$ cat src/rtl/rchf_pkg.sv
// shared types and constants for the roi cluster hit filter
// no dependencies
package rchf_pkg;

	localparam int unsigned MAX_ROIS_DEF  = 64;
	localparam int unsigned CELL_BITS_DEF = 10;
	localparam int unsigned SENSOR_W      = 16;
	localparam int unsigned COORD_W       = 10;
	localparam int unsigned NTH_W         = 16;
	localparam int unsigned CFG_W         = 16;
	localparam int unsigned CFG_IDX_W     = 2;

	typedef enum logic [1:0] {
		KIND_EVENT = 2'd0,
		KIND_LOAD  = 2'd1,
		KIND_PIXEL = 2'd2
	} kind_t;

	typedef enum logic [1:0] {
		MODE_SCHED  = 2'd0,
		MODE_FILTER = 2'd1,
		MODE_BYPASS = 2'd2
	} mode_t;

	typedef enum logic [CFG_IDX_W-1:0] {
		REG_FILTER_MODE    = 2'd0,
		REG_SKIP_NTH       = 2'd1,
		REG_CREATE_OUTSIDE = 2'd2
	} reg_idx_t;

	// control part of one beat travelling down the cell chain
	typedef struct packed {
		logic  valid;
		kind_t kind;
		logic  last;
		logic  bypass;
		logic  overflow;
		logic  hit;
	} beat_ctl_t;

	function automatic int unsigned count_bits(input int unsigned n);
		return $clog2(n + 1);
	endfunction

endpackage

$ cat src/rtl/rchf_front.sv
// front stage: config registers, roi count, event bypass schedule
// depends on rchf_pkg
module rchf_front #(
	parameter int unsigned MAX_ROIS  = rchf_pkg::MAX_ROIS_DEF,
	parameter int unsigned CELL_BITS = rchf_pkg::CELL_BITS_DEF,
	parameter int unsigned CNT_W     = rchf_pkg::count_bits(MAX_ROIS)
) (
	input  logic                                  clk,
	input  logic                                  arst_n,
	input  logic                                  adv,
	input  logic                                  item_valid,
	input  logic [1:0]                            kind,
	input  logic [rchf_pkg::SENSOR_W-1:0]         sensor_id,
	input  logic [rchf_pkg::COORD_W-1:0]          roi_min_u,
	input  logic [rchf_pkg::COORD_W-1:0]          roi_max_u,
	input  logic [rchf_pkg::COORD_W-1:0]          roi_min_v,
	input  logic [rchf_pkg::COORD_W-1:0]          roi_max_v,
	input  logic [rchf_pkg::COORD_W-1:0]          pixel_u,
	input  logic [rchf_pkg::COORD_W-1:0]          pixel_v,
	input  logic                                  last_pixel,
	input  logic                                  cfg_we,
	input  logic [rchf_pkg::CFG_IDX_W-1:0]        cfg_index,
	input  logic [rchf_pkg::CFG_W-1:0]            cfg_data,
	output rchf_pkg::beat_ctl_t                   ctl_s0,
	output logic [rchf_pkg::SENSOR_W-1:0]         sensor_s0,
	output logic [3:0][CELL_BITS-1:0]             box_s0,
	output logic [CNT_W-1:0]                      tag_s0
);
	import rchf_pkg::*;

	logic [CNT_W-1:0] roi_cnt_q;
	logic             ovf_q;
	logic             bypass_q;
	logic [NTH_W-1:0] evt_cnt_q;
	logic [1:0]       mode_q;
	logic [NTH_W-1:0] nth_q;

	logic             accept;
	logic [NTH_W-1:0] evt_cnt_inc;
	logic             sched_bypass;
	logic             roi_room;
	beat_ctl_t        beat_d;
	logic [CNT_W-1:0] tag_d;
	logic [3:0][CELL_BITS-1:0] box_d;

	assign accept       = item_valid && adv;
	assign evt_cnt_inc  = evt_cnt_q + NTH_W'(1);
	// counter stays below nth, so a multiple means reaching nth
	assign sched_bypass = (nth_q != '0) && (evt_cnt_inc == nth_q);
	assign roi_room     = roi_cnt_q < CNT_W'(MAX_ROIS);

	always_comb begin
		beat_d          = '0;
		beat_d.kind     = kind_t'(kind);
		beat_d.last     = last_pixel;
		beat_d.bypass   = bypass_q;
		beat_d.overflow = ovf_q;
		tag_d           = roi_cnt_q;
		box_d           = '0;
		case (kind_t'(kind))
			KIND_EVENT: begin
				beat_d.valid = accept;
			end
			KIND_LOAD: begin
				beat_d.valid = accept && roi_room;
				box_d[0]     = CELL_BITS'(roi_min_u);
				box_d[1]     = CELL_BITS'(roi_max_u);
				box_d[2]     = CELL_BITS'(roi_min_v);
				box_d[3]     = CELL_BITS'(roi_max_v);
			end
			KIND_PIXEL: begin
				beat_d.valid = accept;
				box_d[0]     = CELL_BITS'(pixel_u);
				box_d[1]     = CELL_BITS'(pixel_v);
			end
			default: begin
				beat_d.valid = 1'b0;
			end
		endcase
	end

	always_ff @(posedge clk or negedge arst_n) begin
		if (!arst_n) begin
			roi_cnt_q <= '0;
			ovf_q     <= 1'b0;
			bypass_q  <= 1'b0;
			evt_cnt_q <= '0;
			mode_q    <= MODE_SCHED;
			nth_q     <= '0;
			ctl_s0    <= '0;
		end else begin
			if (cfg_we) begin
				case (reg_idx_t'(cfg_index))
					REG_FILTER_MODE: mode_q <= cfg_data[1:0];
					REG_SKIP_NTH: begin
						nth_q     <= cfg_data[NTH_W-1:0];
						evt_cnt_q <= '0;
					end
					default: ;
				endcase
			end
			if (adv) begin
				ctl_s0 <= beat_d;
			end
			if (accept) begin
				case (kind_t'(kind))
					KIND_EVENT: begin
						roi_cnt_q <= '0;
						ovf_q     <= 1'b0;
						case (mode_t'(mode_q))
							MODE_BYPASS: bypass_q <= 1'b1;
							MODE_SCHED: begin
								bypass_q  <= sched_bypass;
								evt_cnt_q <= sched_bypass ? '0 : evt_cnt_inc;
							end
							default: bypass_q <= 1'b0;
						endcase
					end
					KIND_LOAD: begin
						if (roi_room) begin
							roi_cnt_q <= roi_cnt_q + CNT_W'(1);
						end else begin
							ovf_q <= 1'b1;
						end
					end
					default: ;
				endcase
			end
		end
	end

	always_ff @(posedge clk) begin
		if (adv) begin
			sensor_s0 <= sensor_id;
			box_s0    <= box_d;
			tag_s0    <= tag_d;
		end
	end

endmodule

$ cat config.mk
export PLATFORM = sky130hd
export DESIGN_NAME = rchf_front
export DESIGN_NICKNAME = d
export VERILOG_FILES = /design/src/rtl/rchf_pkg.sv /design/src/rtl/rchf_front.sv
export SDC_FILE = /design/constraint.sdc
export NUM_CORES = 1
export LEC_CHECK = 0
export ABC_AREA = 1
export BUFFER_PORTS_ARGS = -buffer_cell sky130_fd_sc_hd__buf_2
export CORE_MARGIN = 3
export CORE_UTILIZATION = 40
export CTS_BUF_LIST = sky130_fd_sc_hd__clkbuf_8
export DETAILED_ROUTE_END_ITERATION = 7
export MAX_ROUTING_LAYER = met4
export PLACE_DENSITY_LB_ADDON = 0.12
export REMOVE_ABC_BUFFERS = 1
export SLEW_MARGIN = 30
export SYNTH_ARGS = -nofsm -noshare
export SYNTH_HDL_FRONTEND = slang
export SYNTH_SLANG_ARGS = --single-unit
$ cat constraint.sdc
create_clock -name clk -period 2.05 [get_ports clk]
set_input_delay 0.1025 -clock clk [delete_from_list [all_inputs] [get_ports clk]]
set_output_delay 0.1025 -clock clk [all_outputs]
set_load 0.005 [all_outputs]
==> results of run 1 <==
## Yosys cell counts (2+ instances only)
library cell and instances:
clkbuf_8 2, a21oi_1 43, nor2_2 5, nor2_1 59, dfrtp_1 49, ha_1 6
nor2_4 5, nand4_1 9, nor3b_1 2, nand2_1 169, nand3_2 2, buf_4 2
mux2_2 3, inv_1 65, clkbuf_1 10, o21ai_0 7, edfxtp_1 63, buf_6 2
nor3_1 3, nand3b_1 3, nand2_2 12, buf_1 3, nand3_1 51
## layout by cell type (no fill, tap or decap), types with 2 or more instances in the layout
cell / Yosys / routed
buf_4: 2 / 11
nand2_2: 12 / 21
nand3_2: 2 / 5
nand2_4: 1 / 5
dfrtp_2: 0 / 2
nor2_1: 59 / 57
nor2_4: 5 / 9
edfxtp_1: 63 / 63
nand3_1: 51 / 48
nor3b_1: 2 / 2
a21oi_1: 43 / 43
dlygate4sd3_1: 0 / 54
mux2_2: 3 / 3
inv_6: 0 / 4
o21ai_0: 7 / 7
nand2_1: 169 / 157
dfrtp_1: 49 / 47
nor3_1: 3 / 3
nand4_1: 9 / 9
buf_2: 1 / 170
nand3b_1: 3 / 3
clkbuf_8: 2 / 9
nor2_2: 5 / 3
inv_1: 65 / 65
ha_1: 6 / 5
## cell families after synthesis
family          after synthesis
fa+ha+maj                     6
flops                       112
mux                           3
xor+xnor                      3
buf+inv                      87
simple gates                323
compound gates               57
other cells                   1
## critical path, cell delays in order (launching register included)
cell and delay, ns:
dfrtp_1 0.42, buf_6 0.13, nand2_2 0.06, nor2_4 0.24
nand3_2 0.15, nand2_4 0.11, nor2_2 0.04, nand3b_1 0.15
nor2_1 0.11, nand2_1 0.09, nor2_4 0.19, nand2_4 0.13
nand2_2 0.07, nand2_1 0.05
## routing by layer
layer | vias to the layer above | GRT usage [%]
met5 | - | -
met1 | 2181 | 24.8
met3 | 22 | 3.85
met4 | 0 | 6.93
li1 | 2374 | -
met2 | 182 | 30.1
## flip-flops by register name, indices dropped and copies added (netlist names)
name       count
box_s0        40
evt_cnt_q     16
nth_q         16
sensor_s0     16
roi_cnt_q      7
tag_s0         7
ctl_s0         6
mode_q         2
bypass_q       1
ovf_q          1
## stage by stage
step	power, mW	std cells	setup slack [ns]	util (%)
global placement	3.45	923	0.0835	49.7
detailed placement	3.46	923	-0.0130	49.7
finish	4.80	996	0.0127	56.4
floorplan	3.07	571	0.000335	-
global route	5.05	996	-0.132	56.4
CTS	4.83	993	0.0286	55.3
## final timing paths
path                                          startpoint                      end  depth (start not counted)
worst min-delay path                             kind[1]    ctl_s0[5]$_DFFE_PN0P_                          3
worst max register to register    evt_cnt_q[1]$_DFF_PN0_   evt_cnt_q[0]$_DFF_PN0_                         13
min in group asynchronous                         arst_n  evt_cnt_q[15]$_DFF_PN0_                          2
worst min register to register  roi_cnt_q[3]$_DFFE_PN0P_      tag_s0[3]$_DFFE_PP_                          0
worst max-delay path              evt_cnt_q[1]$_DFF_PN0_   evt_cnt_q[0]$_DFF_PN0_                         13
max in group asynchronous                         arst_n   evt_cnt_q[7]$_DFF_PN0_                          3
## final cells by class
class | instances | area [µm²] | share of cell area (%)
flip-flops and latches | 112 | 3120 | 43.0
multi-input cells | 394 | 2010 | 27.7
repair buffers | 236 | 1490 | 20.5
inverters | 66 | 248 | 3.41
well taps | 172 | 215 | 2.97
clock buffers | 9 | 124 | 1.71
clock inverters | 7 | 58.8 | 0.810
## repair_timing
item / in CTS / in global routing
endpoints found under the setup margin: 8 / 17
pin swaps: 0 / 12
resized for setup: 1 / 30
cloned: 0 / 1
buffers inserted: 0 / 2
hold buffers: 54 / 0
hold endpoints to repair: 81 / 0
## power by group through the flow
| stage | clock network [mW] | registers, mW | logic, mW |
|---|---|---|---|
| after CTS | 1.33 | 2.72 | 0.772 |
| after global placement | 0 | 2.76 | 0.682 |
| final | 1.28 | 2.73 | 0.792 |
| after global routing | 1.41 | 2.75 | 0.889 |
| after detailed placement | 0 | 2.77 | 0.687 |
| after floorplan | 0 | 2.77 | 0.303 |
==> impl_metrics.xml, run 1 <==
<?xml version="1.0" encoding="UTF-8"?>
<metrics>
  <group name="status">
    <metric name="run_status" unit="">complete, no violations</metric>
  </group>
  <group name="timing">
    <metric name="finalClockSkew" unit="ns">0.0108</metric>
    <metric name="worstMarginPinSlew" unit="ns">0.870</metric>
    <metric name="finalMaxSlewViolations" unit="">0</metric>
    <metric name="timing_hold_violations_final" unit="">0</metric>
    <metric name="timing.max_slew.rel_slack" unit="%">42.0</metric>
    <metric name="timing.hold.ws" unit="ns">0.0279</metric>
    <metric name="max_clock_freq" unit="MHz">491</metric>
    <metric name="setup_viol_count_final" unit="">0</metric>
    <metric name="tns" unit="ns">0</metric>
    <metric name="grt_setup_unrepaired" unit="">true</metric>
    <metric name="finalCriticalPeriod" unit="ns">2.04</metric>
    <metric name="timing.final.crit_share" unit="%">99.4</metric>
  </group>
  <group name="synthesis">
    <metric name="syn_inst" unit="">592</metric>
    <metric name="yosys.area.top_type_share" unit="%">35.1</metric>
    <metric name="synth.area.mux_share" unit="%">0.627</metric>
    <metric name="ys_dominant_reg_cell" unit="">edfxtp_1</metric>
    <metric name="synth_simple_gate_area_share" unit="%">26.6</metric>
    <metric name="synth.lib_cells_used.distinct" unit="">40</metric>
    <metric name="post_synth_fa_ha_maj_area_fraction" unit="%">1.39</metric>
    <metric name="synthesis.area" unit="mm²">0.00538</metric>
    <metric name="ys_ff_latch" unit="">112</metric>
    <metric name="syn-mean-instance-area" unit="µm²">9.09</metric>
    <metric name="synth-async-reset-ratio" unit="%">43.8</metric>
    <metric name="synth_compound_area_share" unit="%">5.67</metric>
    <metric name="synth_xor_xnor_area_share" unit="%">0.744</metric>
    <metric name="yosys_warnings" unit="">0</metric>
    <metric name="number_of_enable_flip_flop_cells_after_synthesis" unit="">63</metric>
    <metric name="yosysSeqAreaShare" unit="%">57.9</metric>
    <metric name="yosys.area.top_type" unit="">edfxtp_1</metric>
    <metric name="leading_post_synthesis_cells_by_cell_area" unit="">edfxtp_1 35%, dfrtp_1 23%, nand2_1 12%</metric>
    <metric name="combinational_family_with_the_most_area_after_synthesis" unit="">simple AND/OR/NAND/NOR gates</metric>
  </group>
  <group name="clock_tree">
    <metric name="number_of_buffers_added_by_the_clock_tree_synthesis_step" unit="">9</metric>
    <metric name="cts.clk_slew.worst_paths" unit="ns">0.11</metric>
    <metric name="clock_sink_total" unit="">112</metric>
    <metric name="number_of_buffers_on_the_longest_clock_path" unit="">2</metric>
    <metric name="clk_latency" unit="ns">0.39</metric>
    <metric name="tritoncts" unit="">yes</metric>
    <metric name="h-tree-depth" unit="">3</metric>
    <metric name="ctsRootBufferMaster" unit="">clkbuf_8</metric>
  </group>
  <group name="global_routing">
    <metric name="grt_overflow" unit="">0</metric>
    <metric name="grtUsageTotal" unit="%">19.1</metric>
    <metric name="grt_pass1_vias" unit="">4446</metric>
    <metric name="grt_start_max_net_pins" unit="">73</metric>
    <metric name="grt_antenna_before_repair" unit="">0</metric>
    <metric name="grt_pass1_wl" unit="µm">21800</metric>
  </group>
  <group name="worst_setup_path">
    <metric name="crit_path_end_kind" unit="">flip-flop</metric>
    <metric name="endpoint_arrival_time_on_the_critical_path" unit="ns">2.32</metric>
    <metric name="setup.worst_path.class" unit="">reg2reg</metric>
    <metric name="worstPathMaxFanout" unit="">6</metric>
    <metric name="worstPathRequired" unit="ns">2.34</metric>
    <metric name="worstSetupStartpointType" unit="">flip-flop</metric>
    <metric name="minimum_setup_slack_among_reg_to_reg_paths" unit="ns">0.01</metric>
  </group>
  <group name="final_layout">
    <metric name="synthesis_to_finish_area_growth" unit="%">34.8</metric>
    <metric name="finalInstanceArea" unit="mm²">0.00726</metric>
    <metric name="drive_gt1_share" unit="%">30.5</metric>
    <metric name="filler_cell_count" unit="">1141</metric>
    <metric name="diodes" unit="">0</metric>
    <metric name="final_net_count" unit="">927</metric>
  </group>
  <group name="placed_design">
    <metric name="placedInstanceArea" unit="mm²">0.00640</metric>
    <metric name="detailedPlacementHpwl" unit="µm">9910</metric>
    <metric name="placement.io_buffers" unit="">170</metric>
    <metric name="gp_congestion" unit="">0.882</metric>
  </group>
  <group name="run">
    <metric name="max_cap_violations" unit="">0</metric>
  </group>
  <group name="worst_hold_path">
    <metric name="hold_path.class" unit="">in2reg</metric>
  </group>
  <group name="detailed_routing">
    <metric name="met3RoutedLength" unit="µm">1050</metric>
    <metric name="drt-met1-wl" unit="µm">6250</metric>
    <metric name="num_vias" unit="">4759</metric>
    <metric name="final_antenna_net_count" unit="">0</metric>
    <metric name="wl_met2" unit="µm">6630</metric>
    <metric name="detail_route.wl_per_cell" unit="µm">14.2</metric>
    <metric name="total_routed_wirelength" unit="µm">14200</metric>
    <metric name="initialDrtViolationCount" unit="">382</metric>
    <metric name="top_layer_used" unit="">met4</metric>
    <metric name="drt-pass1-iter-count" unit="">5</metric>
    <metric name="remaining_drc_errors" unit="">0</metric>
    <metric name="via_density" unit="">4.78</metric>
  </group>
  <group name="pwr">
    <metric name="power.switching_fraction" unit="%">27.8</metric>
    <metric name="netSwitchingPower" unit="mW">1.33</metric>
    <metric name="cell_internal_pwr" unit="mW">3.46</metric>
    <metric name="reported_leakage_power" unit="nW">3.48</metric>
    <metric name="max-vdd-ir-drop" unit="mV">0.348</metric>
    <metric name="power.clock.fraction" unit="%">26.6</metric>
    <metric name="power.density_cell_area" unit="mW/mm²">661</metric>
    <metric name="combPwrFrac" unit="%">16.5</metric>
    <metric name="share_seq_of_total_power" unit="%">56.9</metric>
  </group>
  <group name="die">
    <metric name="core_area" unit="mm²">0.0129</metric>
    <metric name="ioPinCount" unit="">172</metric>
    <metric name="die-width" unit="µm">122</metric>
    <metric name="initial_utilization" unit="%">41.8</metric>
    <metric name="placement_rows" unit="">41</metric>
    <metric name="die_y" unit="µm">122</metric>
    <metric name="design.die.area" unit="mm²">0.0149</metric>
  </group>
</metrics>
No activity file was read; power rests on OpenSTA's default activity.
==> run 2, diff against run 1 <==
CORE_ASPECT_RATIO = 1.25   (was unset)
==> run 2 against run 1 <==
  * Hold slack lost 0.011 ns
  * Non-clock buffer count rose by 6
  * Global-route usage increased by 0.71 points
  * Total power is 1.1% lower
  * Critical path type unchanged
  * Critical endpoint is now evt_cnt_q[11]$_DFF_PN0_
  * Largest power group unchanged
  * Highest routed layer unchanged
==> impl_metrics.xml, run 2 (synthesized netlist as in run 1, its figures left out) <==
<?xml version="1.0" encoding="UTF-8"?>
<metrics>
  <group name="final_layout">
    <metric name="final_net_count" unit="">933</metric>
    <metric name="finish.cell_count_without_fillers" unit="">998</metric>
    <metric name="drive_gt1_share" unit="%">32.0</metric>
    <metric name="synthesis_to_finish_area_growth" unit="%">36.5</metric>
    <metric name="diodes" unit="">0</metric>
    <metric name="register_with_the_highest_flop_count" unit="">box_s0</metric>
    <metric name="final-seq-area" unit="mm²">0.00312</metric>
    <metric name="layout.cells.most_common" unit="">buf_2</metric>
    <metric name="multi_input_area" unit="mm²">0.00206</metric>
    <metric name="finalInstanceArea" unit="mm²">0.00735</metric>
    <metric name="largest_register_ffs" unit="">40</metric>
    <metric name="commonest_cells_after_routing_fill_and_taps_aside" unit="">170 x buf_2, 153 x nand2_1, 66 x inv_1, 63 x edfxtp_1, 53 x nor2_1</metric>
    <metric name="filler_cell_count" unit="">1192</metric>
  </group>
  <group name="global_routing">
    <metric name="grt_overflow" unit="">0</metric>
    <metric name="grt_pass1_wl" unit="µm">22200</metric>
    <metric name="grtUsageTotal" unit="%">19.9</metric>
    <metric name="grt_antenna_before_repair" unit="">0</metric>
    <metric name="grt_start_max_net_pins" unit="">73</metric>
    <metric name="grt_pass1_vias" unit="">4664</metric>
  </group>
  <group name="clock_tree">
    <metric name="ctsRootBufferMaster" unit="">clkbuf_8</metric>
    <metric name="clock_sink_total" unit="">112</metric>
    <metric name="tritoncts" unit="">yes</metric>
    <metric name="number_of_buffers_on_the_longest_clock_path" unit="">2</metric>
    <metric name="clk_latency" unit="ns">0.38</metric>
    <metric name="number_of_buffers_added_by_the_clock_tree_synthesis_step" unit="">9</metric>
    <metric name="cts.clk_slew.worst_paths" unit="ns">0.11</metric>
    <metric name="h-tree-depth" unit="">3</metric>
  </group>
  <group name="pwr">
    <metric name="share_seq_of_total_power" unit="%">57.6</metric>
    <metric name="totalPowerFinal" unit="mW">4.75</metric>
    <metric name="combPwrFrac" unit="%">16.6</metric>
    <metric name="power.switching_fraction" unit="%">27.3</metric>
    <metric name="reported_leakage_power" unit="nW">3.51</metric>
    <metric name="netSwitchingPower" unit="mW">1.30</metric>
    <metric name="power.density_cell_area" unit="mW/mm²">646</metric>
    <metric name="power.clock.fraction" unit="%">25.8</metric>
    <metric name="cell_internal_pwr" unit="mW">3.45</metric>
    <metric name="max-vdd-ir-drop" unit="mV">0.441</metric>
  </group>
  <group name="detailed_routing">
    <metric name="final_antenna_net_count" unit="">0</metric>
    <metric name="remaining_drc_errors" unit="">0</metric>
    <metric name="initialDrtViolationCount" unit="">215</metric>
    <metric name="num_vias" unit="">4765</metric>
    <metric name="drt-pass1-iter-count" unit="">4</metric>
    <metric name="detail_route.wl_per_cell" unit="µm">14.7</metric>
    <metric name="via_density" unit="">4.77</metric>
    <metric name="total_routed_wirelength" unit="µm">14700</metric>
  </group>
  <group name="timing">
    <metric name="worstMarginPinSlew" unit="ns">0.859</metric>
    <metric name="finalClockSkew" unit="ns">0.0105</metric>
    <metric name="timing.final.crit_share" unit="%">98.8</metric>
    <metric name="finalMaxSlewViolations" unit="">0</metric>
    <metric name="finalCriticalPeriod" unit="ns">2.03</metric>
    <metric name="timing.max_slew.rel_slack" unit="%">42.7</metric>
    <metric name="timing_hold_violations_final" unit="">0</metric>
    <metric name="grt_setup_unrepaired" unit="">true</metric>
    <metric name="timing.hold.ws" unit="ns">0.0167</metric>
    <metric name="setup_viol_count_final" unit="">0</metric>
    <metric name="max_clock_freq" unit="MHz">494</metric>
  </group>
  <group name="worst_setup_path">
    <metric name="crit_path_end_kind" unit="">flip-flop</metric>
    <metric name="worstPathMaxFanout" unit="">6</metric>
    <metric name="setup.worst_path.class" unit="">reg2reg</metric>
    <metric name="worstPathRequired" unit="ns">2.32</metric>
    <metric name="worstSetupStartpointType" unit="">flip-flop</metric>
    <metric name="endpoint_arrival_time_on_the_critical_path" unit="ns">2.30</metric>
    <metric name="minimum_setup_slack_among_reg_to_reg_paths" unit="ns">0.02</metric>
  </group>
  <group name="die">
    <metric name="design.die.area" unit="mm²">0.0149</metric>
    <metric name="ioPinCount" unit="">172</metric>
    <metric name="core_area" unit="mm²">0.0129</metric>
    <metric name="initial_utilization" unit="%">41.6</metric>
    <metric name="die-width" unit="µm">110</metric>
    <metric name="die_y" unit="µm">136</metric>
    <metric name="placement_rows" unit="">46</metric>
  </group>
  <group name="status">
    <metric name="run_status" unit="">complete, no violations</metric>
  </group>
  <group name="placed_design">
    <metric name="placement.io_buffers" unit="">170</metric>
    <metric name="placedInstanceArea" unit="mm²">0.00643</metric>
    <metric name="gp_congestion" unit="">0.907</metric>
    <metric name="placed_cells" unit="">924</metric>
    <metric name="detailedPlacementHpwl" unit="µm">10700</metric>
  </group>
  <group name="worst_hold_path">
    <metric name="hold_path.class" unit="">in2reg</metric>
  </group>
  <group name="run">
    <metric name="max_cap_violations" unit="">0</metric>
  </group>
</metrics>
run 2: cell count changes in the layout (fill, tap and decap cells not counted), moves of 2 or more:
cell	delta
nand2_4	+3
buf_4	+6
dlygate4sd3_1	-2
nor2_1	-4
buf_6	+2
nor2_2	+5
inv_6	-4
nand2_1	-4
run 2: layout make-up:
type	instances	share of cell area, %
flip-flops and latches	112	42.4
clock buffers	9	1.69
multi-input cells	394	28.0
well taps	168	2.86
inverters	66	3.40
repair buffers	242	20.9
clock inverters	7	0.766
run 2: worst paths after layout:
check	startpoint	endpoint	depth (start not counted)
min reg2reg	roi_cnt_q[6]$_DFFE_PN0P_	tag_s0[6]$_DFFE_PP_	0
max reg2reg	evt_cnt_q[1]$_DFF_PN0_	evt_cnt_q[11]$_DFF_PN0_	14
max	evt_cnt_q[1]$_DFF_PN0_	evt_cnt_q[11]$_DFF_PN0_	14
min	roi_max_v[0]	box_s0[30]$_SDFFCE_PN0P_	3
min in group asynchronous	arst_n	nth_q[7]$_DFFE_PN0P_	2
max in group asynchronous	arst_n	evt_cnt_q[10]$_DFF_PN0_	3
run 2: critical path, cell delays in order, from the launching register on:
cell	delay, ns
dfrtp_1	0.42
buf_6	0.14
nand2_4	0.05
nor2_4	0.24
nand2_2	0.09
nand3_1	0.08
nand2_1	0.06
nor2_2	0.13
nand2_1	0.06
nor2_1	0.12
nand2_2	0.09
nor2_4	0.17
nand2_4	0.13
nand2_2	0.09
nand2_1	0.04
run 2: what timing repair did:
action | CTS | global route
resized for setup | 6 | 40
hold endpoints to repair | 77 | 0
hold buffers | 52 | 0
endpoints found under the setup margin | 12 | 17
setup buffers | 1 | 4
gates cloned | 1 | 0
pin swaps | 2 | 17
run 2: per-stage QoR:
step	setup WS (ns)	TNS, ns	util, %
finish	0.0249	0	56.8
floorplan	0.000335	0	-
global route	-0.115	-1.53	56.8
CTS	0.0206	0	55.4
global placement	-0.0145	-0.0610	49.7
detailed placement	-0.0732	-0.759	49.7
run 2: power by group through the flow:
stage | clock (mW) | combinational, mW | sequential (mW)
6_report | 1.22 | 0.788 | 2.74
5_1_grt | 1.37 | 0.892 | 2.76
4_1_cts | 1.28 | 0.778 | 2.73
3_5_place_dp | 0 | 0.694 | 2.78
3_3_place_gp | 0 | 0.685 | 2.77
2_1_floorplan | 0 | 0.303 | 2.77
run 2: layer usage:
| layer | global-route usage [%] | vias to the layer above | wire [µm] |
|---|---|---|---|
| li1 | - | 2383 | - |
| met5 | - | - | 0 |
| met2 | 35.3 | 179 | 7630 |
| met4 | 7.48 | 0 | 360 |
| met1 | 22.2 | 2178 | 5770 |
| met3 | 3.20 | 25 | 927 |
