`src/rtl/rchf_pkg.sv`:
```
// shared types and constants for the roi cluster hit filter
// no dependencies
package rchf_pkg;

	localparam int unsigned MAX_ROIS_DEF  = 64;
	localparam int unsigned CELL_BITS_DEF = 10;
	localparam int unsigned SENSOR_W      = 16;
	localparam int unsigned COORD_W       = 10;
	localparam int unsigned NTH_W         = 16;
	localparam int unsigned CFG_W         = 16;
	localparam int unsigned CFG_IDX_W     = 2;

	typedef enum logic [1:0] {
		KIND_EVENT = 2'd0,
		KIND_LOAD  = 2'd1,
		KIND_PIXEL = 2'd2
	} kind_t;

	typedef enum logic [1:0] {
		MODE_SCHED  = 2'd0,
		MODE_FILTER = 2'd1,
		MODE_BYPASS = 2'd2
	} mode_t;

	typedef enum logic [CFG_IDX_W-1:0] {
		REG_FILTER_MODE    = 2'd0,
		REG_SKIP_NTH       = 2'd1,
		REG_CREATE_OUTSIDE = 2'd2
	} reg_idx_t;

	// control part of one beat travelling down the cell chain
	typedef struct packed {
		logic  valid;
		kind_t kind;
		logic  last;
		logic  bypass;
		logic  overflow;
		logic  hit;
	} beat_ctl_t;

	function automatic int unsigned count_bits(input int unsigned n);
		return $clog2(n + 1);
	endfunction

endpackage

```
`src/rtl/rchf_cell.sv`:
```
// one roi comparator cell: holds one table entry, passes the beat on
// depends on rchf_pkg
module rchf_cell #(
	parameter int unsigned CELL_BITS = rchf_pkg::CELL_BITS_DEF,
	parameter int unsigned CNT_W     = rchf_pkg::count_bits(rchf_pkg::MAX_ROIS_DEF),
	parameter int unsigned IDX       = 0
) (
	input  logic                          clk,
	input  logic                          arst_n,
	input  logic                          adv,
	input  rchf_pkg::beat_ctl_t           ctl_in,
	input  logic [rchf_pkg::SENSOR_W-1:0] sensor_in,
	input  logic [3:0][CELL_BITS-1:0]     box_in,
	input  logic [CNT_W-1:0]              tag_in,
	output rchf_pkg::beat_ctl_t           ctl_out,
	output logic [rchf_pkg::SENSOR_W-1:0] sensor_out,
	output logic [3:0][CELL_BITS-1:0]     box_out,
	output logic [CNT_W-1:0]              tag_out
);
	import rchf_pkg::*;

	logic [SENSOR_W-1:0]       ent_sensor_q;
	logic [3:0][CELL_BITS-1:0] ent_box_q;

	logic      take_load;
	logic      ent_live;
	logic      match;
	beat_ctl_t ctl_d;

	assign take_load = adv && ctl_in.valid && (ctl_in.kind == KIND_LOAD) &&
		(tag_in == CNT_W'(IDX));
	// entry counts only if it was loaded since the last event and before this pixel
	assign ent_live  = CNT_W'(IDX) < tag_in;
	assign match     = ent_live && (ent_sensor_q == sensor_in) &&
		(ent_box_q[0] <= box_in[0]) && (box_in[0] <= ent_box_q[1]) &&
		(ent_box_q[2] <= box_in[1]) && (box_in[1] <= ent_box_q[3]);

	always_comb begin
		ctl_d     = ctl_in;
		ctl_d.hit = ctl_in.hit | ((ctl_in.kind == KIND_PIXEL) && match);
	end

	always_ff @(posedge clk or negedge arst_n) begin
		if (!arst_n) begin
			ctl_out <= '0;
		end else if (adv) begin
			ctl_out <= ctl_d;
		end
	end

	always_ff @(posedge clk) begin
		if (adv) begin
			sensor_out <= sensor_in;
			box_out    <= box_in;
			tag_out    <= tag_in;
		end
		if (take_load) begin
			ent_sensor_q <= sensor_in;
			ent_box_q    <= box_in;
		end
	end

endmodule

```
`config.mk`:
```
export PLATFORM = sky130hd
export DESIGN_NAME = rchf_cell
export DESIGN_NICKNAME = d
export VERILOG_FILES = /design/src/rtl/rchf_pkg.sv /design/src/rtl/rchf_cell.sv
export SDC_FILE = /design/constraint.sdc
export NUM_CORES = 1
export LEC_CHECK = 0
export BUFFER_PORTS_ARGS = -buffer_cell sky130_fd_sc_hd__buf_4
export CORE_MARGIN = 1
export CORE_UTILIZATION = 41
export CTS_BUF_LIST = sky130_fd_sc_hd__clkbuf_8
export CTS_CLUSTER_DIAMETER = 100
export DETAILED_ROUTE_END_ITERATION = 8
export PLACE_DENSITY_LB_ADDON = 0.08
export SLEW_MARGIN = 40
export SYNTH_ARGS = -nofsm -noshare
export SYNTH_HDL_FRONTEND = slang
export SYNTH_SLANG_ARGS = --single-unit
```
`constraint.sdc`:
```
create_clock -name clk -period 1.7 [get_ports clk]
set_clock_uncertainty 0.05 [all_clocks]
set_input_delay 0.17 -clock clk [delete_from_list [all_inputs] [get_ports clk]]
set_output_delay 0.17 -clock clk [all_outputs]
set_load 0.01 [all_outputs]
```
==> results of run 1 <==
## worst max path at each step
stage                             end  cells past startpoint
6_report       ctl_out[0]$_DFFE_PN0P_                      6
5_1_grt        ctl_out[0]$_DFFE_PN0P_                      6
4_1_cts        ctl_out[0]$_DFFE_PN0P_                      8
3_5_place_dp   ctl_out[0]$_DFFE_PN0P_                      8
3_3_place_gp   ctl_out[0]$_DFFE_PN0P_                      8
2_1_floorplan  ent_box_q[0]$_DFFE_PP_                      3
## what timing repair did
item | 4_1_cts | 5_1_grt
hold buffers | 72 | 0
setup endpoints to repair | 1 | 57
gates cloned | 0 | 1
hold endpoints to repair | 133 | 0
gates resized for setup | 5 | 6
pin swaps | 1 | 5
buffers inserted | 0 | 3
## cells in the final DEF (no fill, tap or decap), drive strengths merged, types with 9 or more instances in the layout
cell         Yosys  routed
buf              1     161
edfxtp         119     119
dlygate4sd3      0      71
inv             48      51
ha              40      40
clkbuf           0      23
xnor2           11      11
a21oi           10      10
nand4            9       9
a21o             9       9
## registers in the layout, summed over array words and instances (netlist names)
| register | cells |
|---|---|
| box_out | 40 |
| ctl_out | 7 |
| ent_box_q | 40 |
| ent_sensor_q | 16 |
| sensor_out | 16 |
| tag_out | 7 |
## area by class of cell
cell class | instances | area share [%]
tap | 168 | 2.71
sequential | 126 | 48.3
multi-input combinational | 131 | 15.7
clock inverter | 9 | 1.48
inverter | 48 | 2.32
clock buffer | 23 | 4.08
timing repair buffer | 233 | 25.4
## routing by layer
| metal | vias to the layer above | global-route usage [%] | share of wire [%] |
|---|---|---|---|
| li1 | 1643 | - | - |
| met4 | 0 | 7.89 | 2.0 |
| met1 | 1594 | 21.3 | 44 |
| met5 | - | 0 | 0 |
| met2 | 94 | 29.4 | 49 |
| met3 | 15 | 5.25 | 4.9 |
## metrics by stage
step	setup slack [ns]	setup TNS, ns	cell area [um^2]	hold WS (ns)
after floorplan	-1.18	-65.96	5110	-0.176
after global placement	-0.254	-0.315	6540	-0.0497
after detailed placement	-0.254	-0.528	6540	-0.0501
after CTS	-0.149	-0.149	7710	0.00769
after global routing	-0.291	-0.291	7760	0.0461
final	-0.184	-0.184	7760	0.0523
## where the power goes
part	internal [uW]	switching, uW	leakage, uW
Sequential	3550	42.6	0.00120
Clock	1660	1100	0.000233
Combinational	477	350	0.00189
## cells by family (layout without fill, tap and decap cells)
logic type,after synthesis,count (layout)
and+or+nand+nor,36,36
DFF,126,126
muxes,5,5
buffers and inverters,49,313
AOI/OAI and AO/OA,34,34
xor gates and xnor gates,16,16
adders and majority gates,40,40
## worst reg2reg max path, stage by stage, from the launching register on
cell	delay, ns
edfxtp_1	0.42
ha_4	0.23
a21o_1	0.15
a21o_1	0.18
a2111oi_4	0.39
o221ai_2	0.13
o31ai_1	0.24
==> metrics.md, run 1 <==
| Metric | Value |
|---|---|
| Multi-input combinational cell area | 1220 um^2 |
| Run status | finished with violations |
| Final setup margin | -0.184 ns |
| Async S/R FF share, synth | between 5 and 6% |
| Die ar. | 12800 um^2 |
| Simple logic cell fraction of the synthesized area | approximately 4.2% |
| Pins Over Slew Limit | 0 |
| Critical path arrival | 2.16 ns |
| Worst-path fanout max | 2 |
| Final Hold Fails | 0 |
| Longest Clk Path Bufs | 2 |
| Crit. End Element | register |
| Combinational family with the most area after synthesis | adder cells |
| Cell Chain, Critical Path | ha_4, a21o_1, a21o_1, a2111oi_4, o221ai_2, o31ai_1 |
| Min-delay worst type | input port to asynchronous set/reset pin |
| Avg Inst Size Synth | around 17 um^2 |
| Inserted Diodes | 0 |
| Max Fclk | 531 MHz |
| Chip Width | roughly 110 um |
| Fin nets | 670 |
| # IOs | roughly 140 |
| Synth Area in XOR/XNOR | 2.76% |
| Final worst path period share | 111% |
| Synth Area in Compound Gates | between 4 and 5% |
| Antenna violations before repair | 0 |
| Cell taking the most area after synthesis | edfxtp_1 |
| P per Cell Area | around 920 nW/um^2 |
| Initial Util | a little over two fifths |
| Count leader, synth | edfxtp_1 |
| EDFF count, synth | between 100 and 150 |
| Failing checks | negative setup slack |
| RSZ-0062 raised after global routing | yes |
| Final setup fails | 1 |
| Multiplexer share of the synthesized area | around 1.1% |
| Peak supply drop | 0.715 mV |
| Fraction of the mapped netlist area in adder cells | roughly a tenth |
| Largest net degree at the start of global routing | 41 |
| I/O Buffers | between 100 and 150 |
| Share of cells above drive strength 1 | 35.6% |
| Clk_lat worst skew | roughly 0.43 ns |
| Total CTS buffers | 17 |
| Syn nets | 419 |
| CTS tree | built |
| Residual DRC | 0 |
| First-pass iteration count of the detailed router | 4 |
| Placed insts | approximately 630 |
| FF-to-FF path depth | 6 |
| Power, Total | 7180 uW |
| Row count | 40 |
| Die Y | 113 um |
| Number of nets with antenna violations after routing | 0 |
| Clock sinks | approximately 130 |
| Count of state elements after synthesis | ~130 |
| Cell mode on critical path | a21o_1 |
| H-tree levels | 4 |
| Final wirelength | 10.8 mm |
| Root Driver | clkbuf_8 |
| Area of the core | roughly 12000 um^2 |
| Layout filler cell count | roughly 900 |
| Overall routing resource usage | ~18% |
| Synth top cells by count | 119 x edfxtp_1, 48 x inv_1, 40 x ha_1 |
| Buffers and inverters on the worst path | 0 |
| FF/Latch Area | around 3700 um^2 |
| Top_reg_cell synth | edfxtp_1 |
| Critical Setup Path Class | register to register |
| Worst setup startpoint | ent_box_q[3]$_DFFE_PP_ |
| Post-Synthesis Cells | slightly above 300 |
| Post-Syn Area | roughly 5100 um^2 |
| Final Critical Period | between 1.5 and 2 ns |
| Fin cells | 738 |
| Slowest CP cell | edfxtp_1 |
| Util after Layout | ~64% |
| Distinct cells, synth | 31 |
| Routed vias/inst | between 4 and 5 |
| Max cap viols | 0 |
| Slew @ Worst Pin | between 0.3 and 0.4 ns |
| Max-slew headroom | 76.5% |
| Vias in the first global route | 3368 |
| Reg2Reg Setup Slack | -0.18 ns |
| Max incr delay on CP | between 0.4 and 0.5 ns |
| Worst R2R Start | ent_box_q[3]$_DFFE_PP_ |
| Startpoint types | register |
| Post-synth top area share | a little over two thirds |
| Ys Warns | 0 |
| Reg2reg end | ctl_out[0]$_DFFE_PN0P_ |
| Reg clk slew, reported paths | about 0.07 ns |
| Routed len/inst | roughly 15 um |
| GR Overflow Total | 0 |
| Layout overhead on the synthesized area | 52.9% |
| Top cells by area, synth | edfxtp_1 70%, ha_1 9.9%, inv_1 3.5%, dfrtp_1 3.4%, xnor2_1 1.9% |
| Final GP Congestion | just under 0.8 |
| Iteration-0 DRC Markers | ~150 |
| Post-synthesis sequential area ratio | between 70% and 80% |
| HPWL Detailed | just over 7 mm |
| Global-route wire length before repair | about 17 mm |
| Via count | roughly 3300 |
| LEAKAGE | 0.00333 uW |
| CP delay by family, top | compound AO/OA/AOI/OAI gates |
| Critical path data required time | between 1.5 and 2 ns |
(Power assumes the default switching activity.)
==> run 2: changes to the inputs <==
--- a/config.mk
+++ b/config.mk
@@ -5,13 +5,14 @@
 export SDC_FILE = /design/constraint.sdc
 export NUM_CORES = 1
 export LEC_CHECK = 0
-export BUFFER_PORTS_ARGS = -buffer_cell sky130_fd_sc_hd__buf_4
+export BUFFER_PORTS_ARGS = -buffer_cell sky130_fd_sc_hd__buf_2
 export CORE_MARGIN = 1
 export CORE_UTILIZATION = 41
 export CTS_BUF_LIST = sky130_fd_sc_hd__clkbuf_8
 export CTS_CLUSTER_DIAMETER = 100
 export DETAILED_ROUTE_END_ITERATION = 8
 export PLACE_DENSITY_LB_ADDON = 0.08
+export SKIP_CTS_REPAIR_TIMING = 1
 export SLEW_MARGIN = 40
 export SYNTH_ARGS = -nofsm -noshare
 export SYNTH_HDL_FRONTEND = slang
==> run 2 against run 1 <==
  * The run still ends with negative setup slack left
  * Combinational power decreased by 15%
  * Routed wire length is 1.1% lower
  * Design area fell by 6.0%
  * Final cell count did not move
==> metrics.md, run 2 (synthesis gave the netlist of run 1 again) <==
| Metric | Value |
|---|---|
| Run status | finished with violations |
| Failing checks | negative setup slack |
| Total CTS buffers | 17 (unchanged) |
| Final GP Congestion | 0.789 (about the same) |
| Vias in the first global route | 2983 (-11%) |
| Final worst path period share | 109% (-1.8 points) |
| Critical path data required time | 1.99 ns (about the same) |
| CTS tree | built |
| Crit. End Element | register |
| Residual DRC | 0 (unchanged) |
| Area of the core | 12100 um^2 (unchanged) |
| Slew @ Worst Pin | 0.446 ns (+0.0971 ns) |
| Max Fclk | 539 MHz (+1.6%) |
| Final Critical Period | 1.85 ns (-0.0298 ns) |
| Final Hold Fails | 0 (unchanged) |
| Initial Util | 42.1% (unchanged) |
| Via count | 3387 (+1.2%) |
| Global-route wire length before repair | 14.4 mm (-13%) |
| Reg clk slew, reported paths | 0.07 ns (about the same) |
| Clk_lat worst skew | 0.44 ns (about the same) |
| Top flop regs | box_out: 40 flops, ent_box_q: 40 flops |
| Reg2reg end | ctl_out[0]$_DFFE_PN0P_ |
| Startpoint types | input port |
| Clock sinks | 126 (unchanged) |
| Reg2Reg Setup Slack | -0.11 ns (+0.07 ns) |
| Final wirelength | 10.7 mm (-1.1%) |
| Final setup fails | 1 (unchanged) |
| Worst R2R Start | ent_box_q[33]$_DFFE_PP_ |
| RSZ-0062 raised after global routing | yes |
| Max-slew headroom | 69.9% (-6.6 points) |
| LEAKAGE | 0.00314 uW (-5.5%) |
| Layout overhead on the synthesized area | 43.7% |
| Chip Width | 113 um (unchanged) |
| Most frequent cells in the layout | 141 x buf_2, 119 x edfxtp_1, 70 x dlygate4sd3_1, 49 x inv_1, 40 x ha_1 |
| Largest net degree at the start of global routing | 41 (unchanged) |
| Inserted Diodes | 0 (unchanged) |
| Final setup margin | -0.154 ns (+0.0298 ns) |
| Worst setup startpoint | box_in[1] |
| Min-delay worst type | input port to asynchronous set/reset pin |
| Util after Layout | 60.5% (-3.9 points) |
| Max cap viols | 0 (unchanged) |
| P per Cell Area | 919 nW/um^2 (-0.54%) |
| Antenna violations before repair | 0 (unchanged) |
| Die Y | 113 um (unchanged) |
| Routed vias/inst | 4.59 (+1.2%) |
| Critical Setup Path Class | input port to register |
| Power, Total | 6710 uW (-6.5%) |
| Layout filler cell count | 977 (+5.5%) |
| Slowest CP cell | dlygate4sd3_1 |
| HPWL Detailed | 7.04 mm (-2.3%) |
| Die ar. | 12800 um^2 (unchanged) |
| Iteration-0 DRC Markers | 112 (-23%) |
| Pins Over Slew Limit | 0 (unchanged) |
| Cell Chain, Critical Path | buf_2, dlygate4sd3_1, buf_4, ha_1, a21oi_1, o221ai_1, a221oi_1, a31oi_1, o31ai_1 |
| Share of cells above drive strength 1 | 35.8% (+0.18 points) |
| Number of nets with antenna violations after routing | 0 (unchanged) |
| # IOs | 143 (unchanged) |
| Routed len/inst | 14.5 um (-1.1%) |
| Max incr delay on CP | 0.57 ns (+0.15 ns) |
| I/O Buffers | 142 (unchanged) |
| Root Driver | clkbuf_8 |
| Peak supply drop | 0.618 mV (-14%) |
| Setup crit end | ctl_out[0]$_DFFE_PN0P_ |
| Most common cell after layout, fill and taps aside | buf_2 |
| First-pass iteration count of the detailed router | 4 (unchanged) |
| H-tree levels | 4 (unchanged) |
| Fin nets | 670 (unchanged) |
| FF-to-FF path depth | 8 (+2) |
| Overall routing resource usage | 15.7% (-2.0 points) |
| Row count | 40 (unchanged) |
| Worst-path fanout max | 2 (unchanged) |
| Critical path arrival | 2.15 ns (about the same) |
| Longest Clk Path Bufs | 2 (unchanged) |
| GR Overflow Total | 0 (unchanged) |
-- run 2: final cells by class --
class,count,area [um^2],share of cell area (%)
multi-input combinational,131,1200,16.4
clock inverter,15,130,1.78
inverter,48,180,2.47
tap,168,210,2.88
timing repair buffer,233,1600,21.9
clock buffer,17,234,3.21
sequential,126,3750,51.4
-- run 2: power by group --
part	internal (uW)	leakage, uW	total (uW)	switching, uW
Combinational	362	0.00175	705	342
Clock	1260	0.000189	2420	1150
Sequential	3550	0.00120	3580	38.7
-- run 2: through the flow --
| step | hold slack, ns | setup WS [ns] | cells | setup TNS, ns | area, um^2 |
|---|---|---|---|---|---|
| after CTS | -0.510 | -0.352 | 668 | -0.352 | 6570 |
| final | 0.0735 | -0.154 | 738 | -0.154 | 7300 |
| after floorplan | -0.176 | -1.18 | 306 | -65.96 | 5110 |
| after detailed placement | -0.0178 | -0.326 | 636 | -0.784 | 6210 |
| after global routing | 0.0452 | -0.267 | 738 | -0.267 | 7300 |
| after global placement | -0.0183 | -0.274 | 636 | -0.489 | 6210 |
-- run 2: metal layers --
| layer | up-vias | global-route usage [%] | part of all wire [%] |
|---|---|---|---|
| li1 | 1646 | - | - |
| met1 | 1615 | 18.6 | 44 |
| met2 | 110 | 25.3 | 50 |
| met3 | 16 | 5.25 | 4.5 |
| met4 | 0 | 8.68 | 1.7 |
| met5 | - | 0 | 0 |
-- run 2: worst min-delay path by stage --
stage | to | start | cells after the start | slack (ns)
after floorplan | ctl_out[0]$_DFFE_PN0P_ | arst_n | 0 | -0.18
after global placement | ctl_out[6]$_DFFE_PN0P_ | arst_n | 1 | -0.02
final | ctl_out[5]$_DFFE_PN0P_ | arst_n | 2 | 0.07
after CTS | ctl_out[5]$_DFFE_PN0P_ | arst_n | 1 | -0.51
after global routing | ctl_out[5]$_DFFE_PN0P_ | arst_n | 2 | 0.05
after detailed placement | ctl_out[1]$_DFFE_PN0P_ | arst_n | 1 | -0.02
-- run 2: worst max-delay path, delay by kind of cell --
kind / cells / cell delay [ns]
buffers and inverters: 3 / 0.82
adders and majority gates: 1 / 0.30
AOI/OAI and AO/OA: 5 / 0.85
==> run 3: changes to the inputs <==
--- a/config.mk
+++ b/config.mk
@@ -5,6 +5,7 @@
 export SDC_FILE = /design/constraint.sdc
 export NUM_CORES = 1
 export LEC_CHECK = 0
+export ABC_AREA = 1
 export BUFFER_PORTS_ARGS = -buffer_cell sky130_fd_sc_hd__buf_2
 export CORE_MARGIN = 1
 export CORE_UTILIZATION = 41
==> constraint.sdc (replaced) <==
create_clock -name clk -period 1.6 [get_ports clk]
set_clock_uncertainty 0.05 [all_clocks]
set_input_delay 0.16 -clock clk [delete_from_list [all_inputs] [get_ports clk]]
set_output_delay 0.16 -clock clk [all_outputs]
set_load 0.01 [all_outputs]
==> run 3 against run 2 <==
  * The run ends with negative hold slack left
  * Sequential share of layout area shrank 1.5 points
  * Setup slack better by 0.16 ns
  * Clock power grew 11%
  * Via count rose by 8.5%
  * Routed wire length is 2.7% lower
  * Largest cell class unchanged
  * Largest power group unchanged
==> metrics.md, run 3 <==
| Metric | Value |
|---|---|
| Cell taking the most area after synthesis | edfxtp_1 |
| Final worst path period share | between 90% and 100% |
| RSZ-0062 raised after global routing | yes |
| Buffers and inverters on the worst path | 0 (-3) |
| Top cells by area, synth | edfxtp_1 67%, ha_1 9.4%, nand2_1 7.0%, inv_1 5.9%, dfrtp_1 3.3% |
| Layout overhead on the synthesized area | 41.3% |
| Startpoint types | register |
| Critical path data required time | 1.87 ns (-0.12 ns) |
| Critical Setup Path Class | register to register |
| Run status | finished with violations |
| Max-slew headroom | 74.4% (+4.4 points) |
| Avg Inst Size Synth | 12.6 um^2 (-24%) |
| Residual DRC | 0 (unchanged) |
| Largest net degree at the start of global routing | 70 (+71%) |
| Syn nets | 536 (+28%) |
| FF-to-FF path depth | 10 (+2) |
| I/O Buffers | 142 (unchanged) |
| Clk_lat worst skew | 0.43 ns (about the same) |
| Stages on the worst setup path | 10 (+1) |
| Root Driver | clkbuf_8 |
| Most frequent cells in the layout | 141 x buf_2, 119 x edfxtp_1, 94 x nand2_1, 84 x inv_1, 71 x dlygate4sd3_1 |
| Most common cell after layout, fill and taps aside | buf_2 |
| Fin cells | 845 (+14%) |
| Share of cells above drive strength 1 | 29.4% (-6.4 points) |
| Count leader, synth | edfxtp_1 |
| Post-Syn Area | 5310 um^2 (+4.6%) |
| Count of state elements after synthesis | 126 (unchanged) |
| Util after Layout | 59.5% (-0.99 points) |
| Placed insts | 742 (+17%) |
| Setup crit end | ctl_out[0]$_DFFE_PN0P_ |
| Worst-path fanout max | 2 (unchanged) |
| Fin nets | 773 (+15%) |
| EDFF count, synth | 119 (unchanged) |
| Longest Clk Path Bufs | 2 (unchanged) |
| Total CTS buffers | 17 (unchanged) |
| Global-route wire length before repair | 14.7 mm (+2.0%) |
| Post-synthesis sequential area ratio | 70.5% (-3.3 points) |
| Post-Synthesis Cells | 423 (+38%) |
| Via count | 3675 (+8.5%) |
| Top_reg_cell synth | edfxtp_1 |
| Critical path arrival | 1.86 ns (-0.29 ns) |
| Routed vias/inst | 4.35 (-5.2%) |
| Hold_ws | -0.0576 ns (-0.131 ns) |
| Clock sinks | 126 (unchanged) |
| # IOs | 143 (unchanged) |
| CP delay by family, top | simple AND/OR/NAND/NOR gates |
| Post-synth top area share | 67.2% (-3.1 points) |
| Cell Chain, Critical Path | ha_1, nand2_1, nor2_2, nand3_1, nand2_1, nor2_1, nor2_1, nor2_2, nand2_1, a21oi_2 |
| GR Overflow Total | 0 (unchanged) |
| Distinct cells, synth | 20 (-35%) |
| LEAKAGE | 0.00344 uW (+9.3%) |
| Place WS | -0.0437 ns (+0.283 ns) |
| Area of the core | 12600 um^2 (+4.6%) |
| Failing checks | negative hold slack |
| Final setup margin | 0.00478 ns (+0.159 ns) |
| Async S/R FF share, synth | 5.56% (unchanged) |
| Die ar. | 13400 um^2 (+4.6%) |
| Routed len/inst | 12.3 um (-15%) |
| Reg clk slew, reported paths | 0.07 ns (about the same) |
| Final Hold Fails | 2 (+2) |
| Synth top cells by count | 119 x edfxtp_1, 99 x nand2_1, 83 x inv_1 |
| P per Cell Area | 963 nW/um^2 (+4.7%) |
| Worst setup startpoint | ent_box_q[5]$_DFFE_PP_ |
| Cell mode on critical path | nand2_1 |
| Max Fclk | approximately 630 MHz |
| Overall routing resource usage | 15.1% (-0.56 points) |
| Min-delay worst type | input port to register |
| Slowest CP cell | edfxtp_1 |
| Reg2reg end | ctl_out[0]$_DFFE_PN0P_ |
| Row count | 41 (+2.5%) |
| Layout filler cell count | 1086 (+11%) |
| Vias in the first global route | 3209 (+7.6%) |
| Max incr delay on CP | 0.38 ns (-0.19 ns) |
| Final GP Congestion | 0.777 (-1.5%) |
| Hold_sp | box_in[14] |
| Chip Width | 116 um (+2.3%) |
| Slew @ Worst Pin | 0.385 ns (-0.0619 ns) |
| Max cap viols | 0 (unchanged) |
| Antenna violations before repair | 0 (unchanged) |
| CTS tree | built |
| Iteration-0 DRC Markers | 106 (-5.4%) |
| Final wirelength | 10.4 mm (-2.7%) |
| Crit. End Element | register |
| Peak supply drop | 0.615 mV (-0.43%) |
| Initial Util | 42.1% (about the same) |
| Final Critical Period | 1.60 ns |
| Worst R2R Start | ent_box_q[5]$_DFFE_PP_ |
| Die Y | 116 um (+2.3%) |
| Setup TNS Final | 0 ns (+0.154 ns) |
| Inserted Diodes | 0 (unchanged) |
| Ys Warns | 0 (unchanged) |
| Final setup fails | 0 (-1) |
| Reg2Reg Setup Slack | 0.005 ns (+0.11 ns) |
| Top flop regs | box_out: 40 flops, ent_box_q: 40 flops |
| HPWL Detailed | 7.04 mm (about the same) |
| Pins Over Slew Limit | 0 (unchanged) |
| First-pass iteration count of the detailed router | 4 (unchanged) |
| Number of nets with antenna violations after routing | 0 (unchanged) |
| H-tree levels | 4 (unchanged) |
run 3: cell count changes after synthesis, sizes merged, moves of 4 or more:
cell	change
a21o	-6
inv	+35
mux2	-4
nand2	+92
nand3	+4
nand4	-7
nor2	+32
nor4	-4
xnor2	-10
run 3: logic make-up (layout without fill, tap and decap cells):
| logic type | Yosys count | after routing | synth area share [%] |
|---|---|---|---|
| AND/OR/NAND/NOR | 148 | 148 | 11.1 |
| flip-flops | 126 | 126 | 70.5 |
| buffers and inverters | 83 | 333 | 5.86 |
| adder cells (fa/ha/maj) | 40 | 40 | 9.42 |
| AO/OA/AOI/OAI | 23 | 23 | 2.61 |
| XOR/XNOR | 3 | 3 | 0.495 |
run 3: worst min path at each step:
stage | to | slack [ns] | depth (start not counted)
6_report | box_out[14]$_DFFE_PP_ | -0.06 | 1
2_1_floorplan | ctl_out[0]$_DFFE_PN0P_ | -0.19 | 0
3_3_place_gp | ctl_out[5]$_DFFE_PN0P_ | -0.05 | 1
4_1_cts | ctl_out[3]$_DFFE_PN0P_ | -0.54 | 1
5_1_grt | box_out[14]$_DFFE_PP_ | -0.08 | 1
3_5_place_dp | ctl_out[5]$_DFFE_PN0P_ | -0.05 | 1
run 3: final cells by class:
cell class                      count  area (um^2)  area share (%)
Clock inverter                     15          154            2.05
Clock buffer                       17          234            3.12
Tap cell                          172          215            2.87
Inverter                           83          312            4.15
Timing Repair Buffer              218         1500            20.0
Multi-Input combinational cell    214         1350            17.9
Sequential cell                   126         3750            49.9
run 3: where the power goes:
group	internal [uW]	switching [uW]
sequential	3770	38.3
clock	1500	1190
combinational	360	373
total	5630	1600
run 3: through the flow:
step                area [um^2]  total power, uW
global placement           6330             4450
finish                     7510             7230
detailed placement         6330             4470
global route               7510             7530
CTS                        6720             7180
floorplan                  5330             4110
run 3: per-layer routing:
layer	routed length, um	up-vias	global-route usage, %
met4	190	0	8.03
li1	-	1877	-
met5	0	-	0
met3	576	14	5.39
met1	4600	1697	18.3
met2	5030	87	23.8
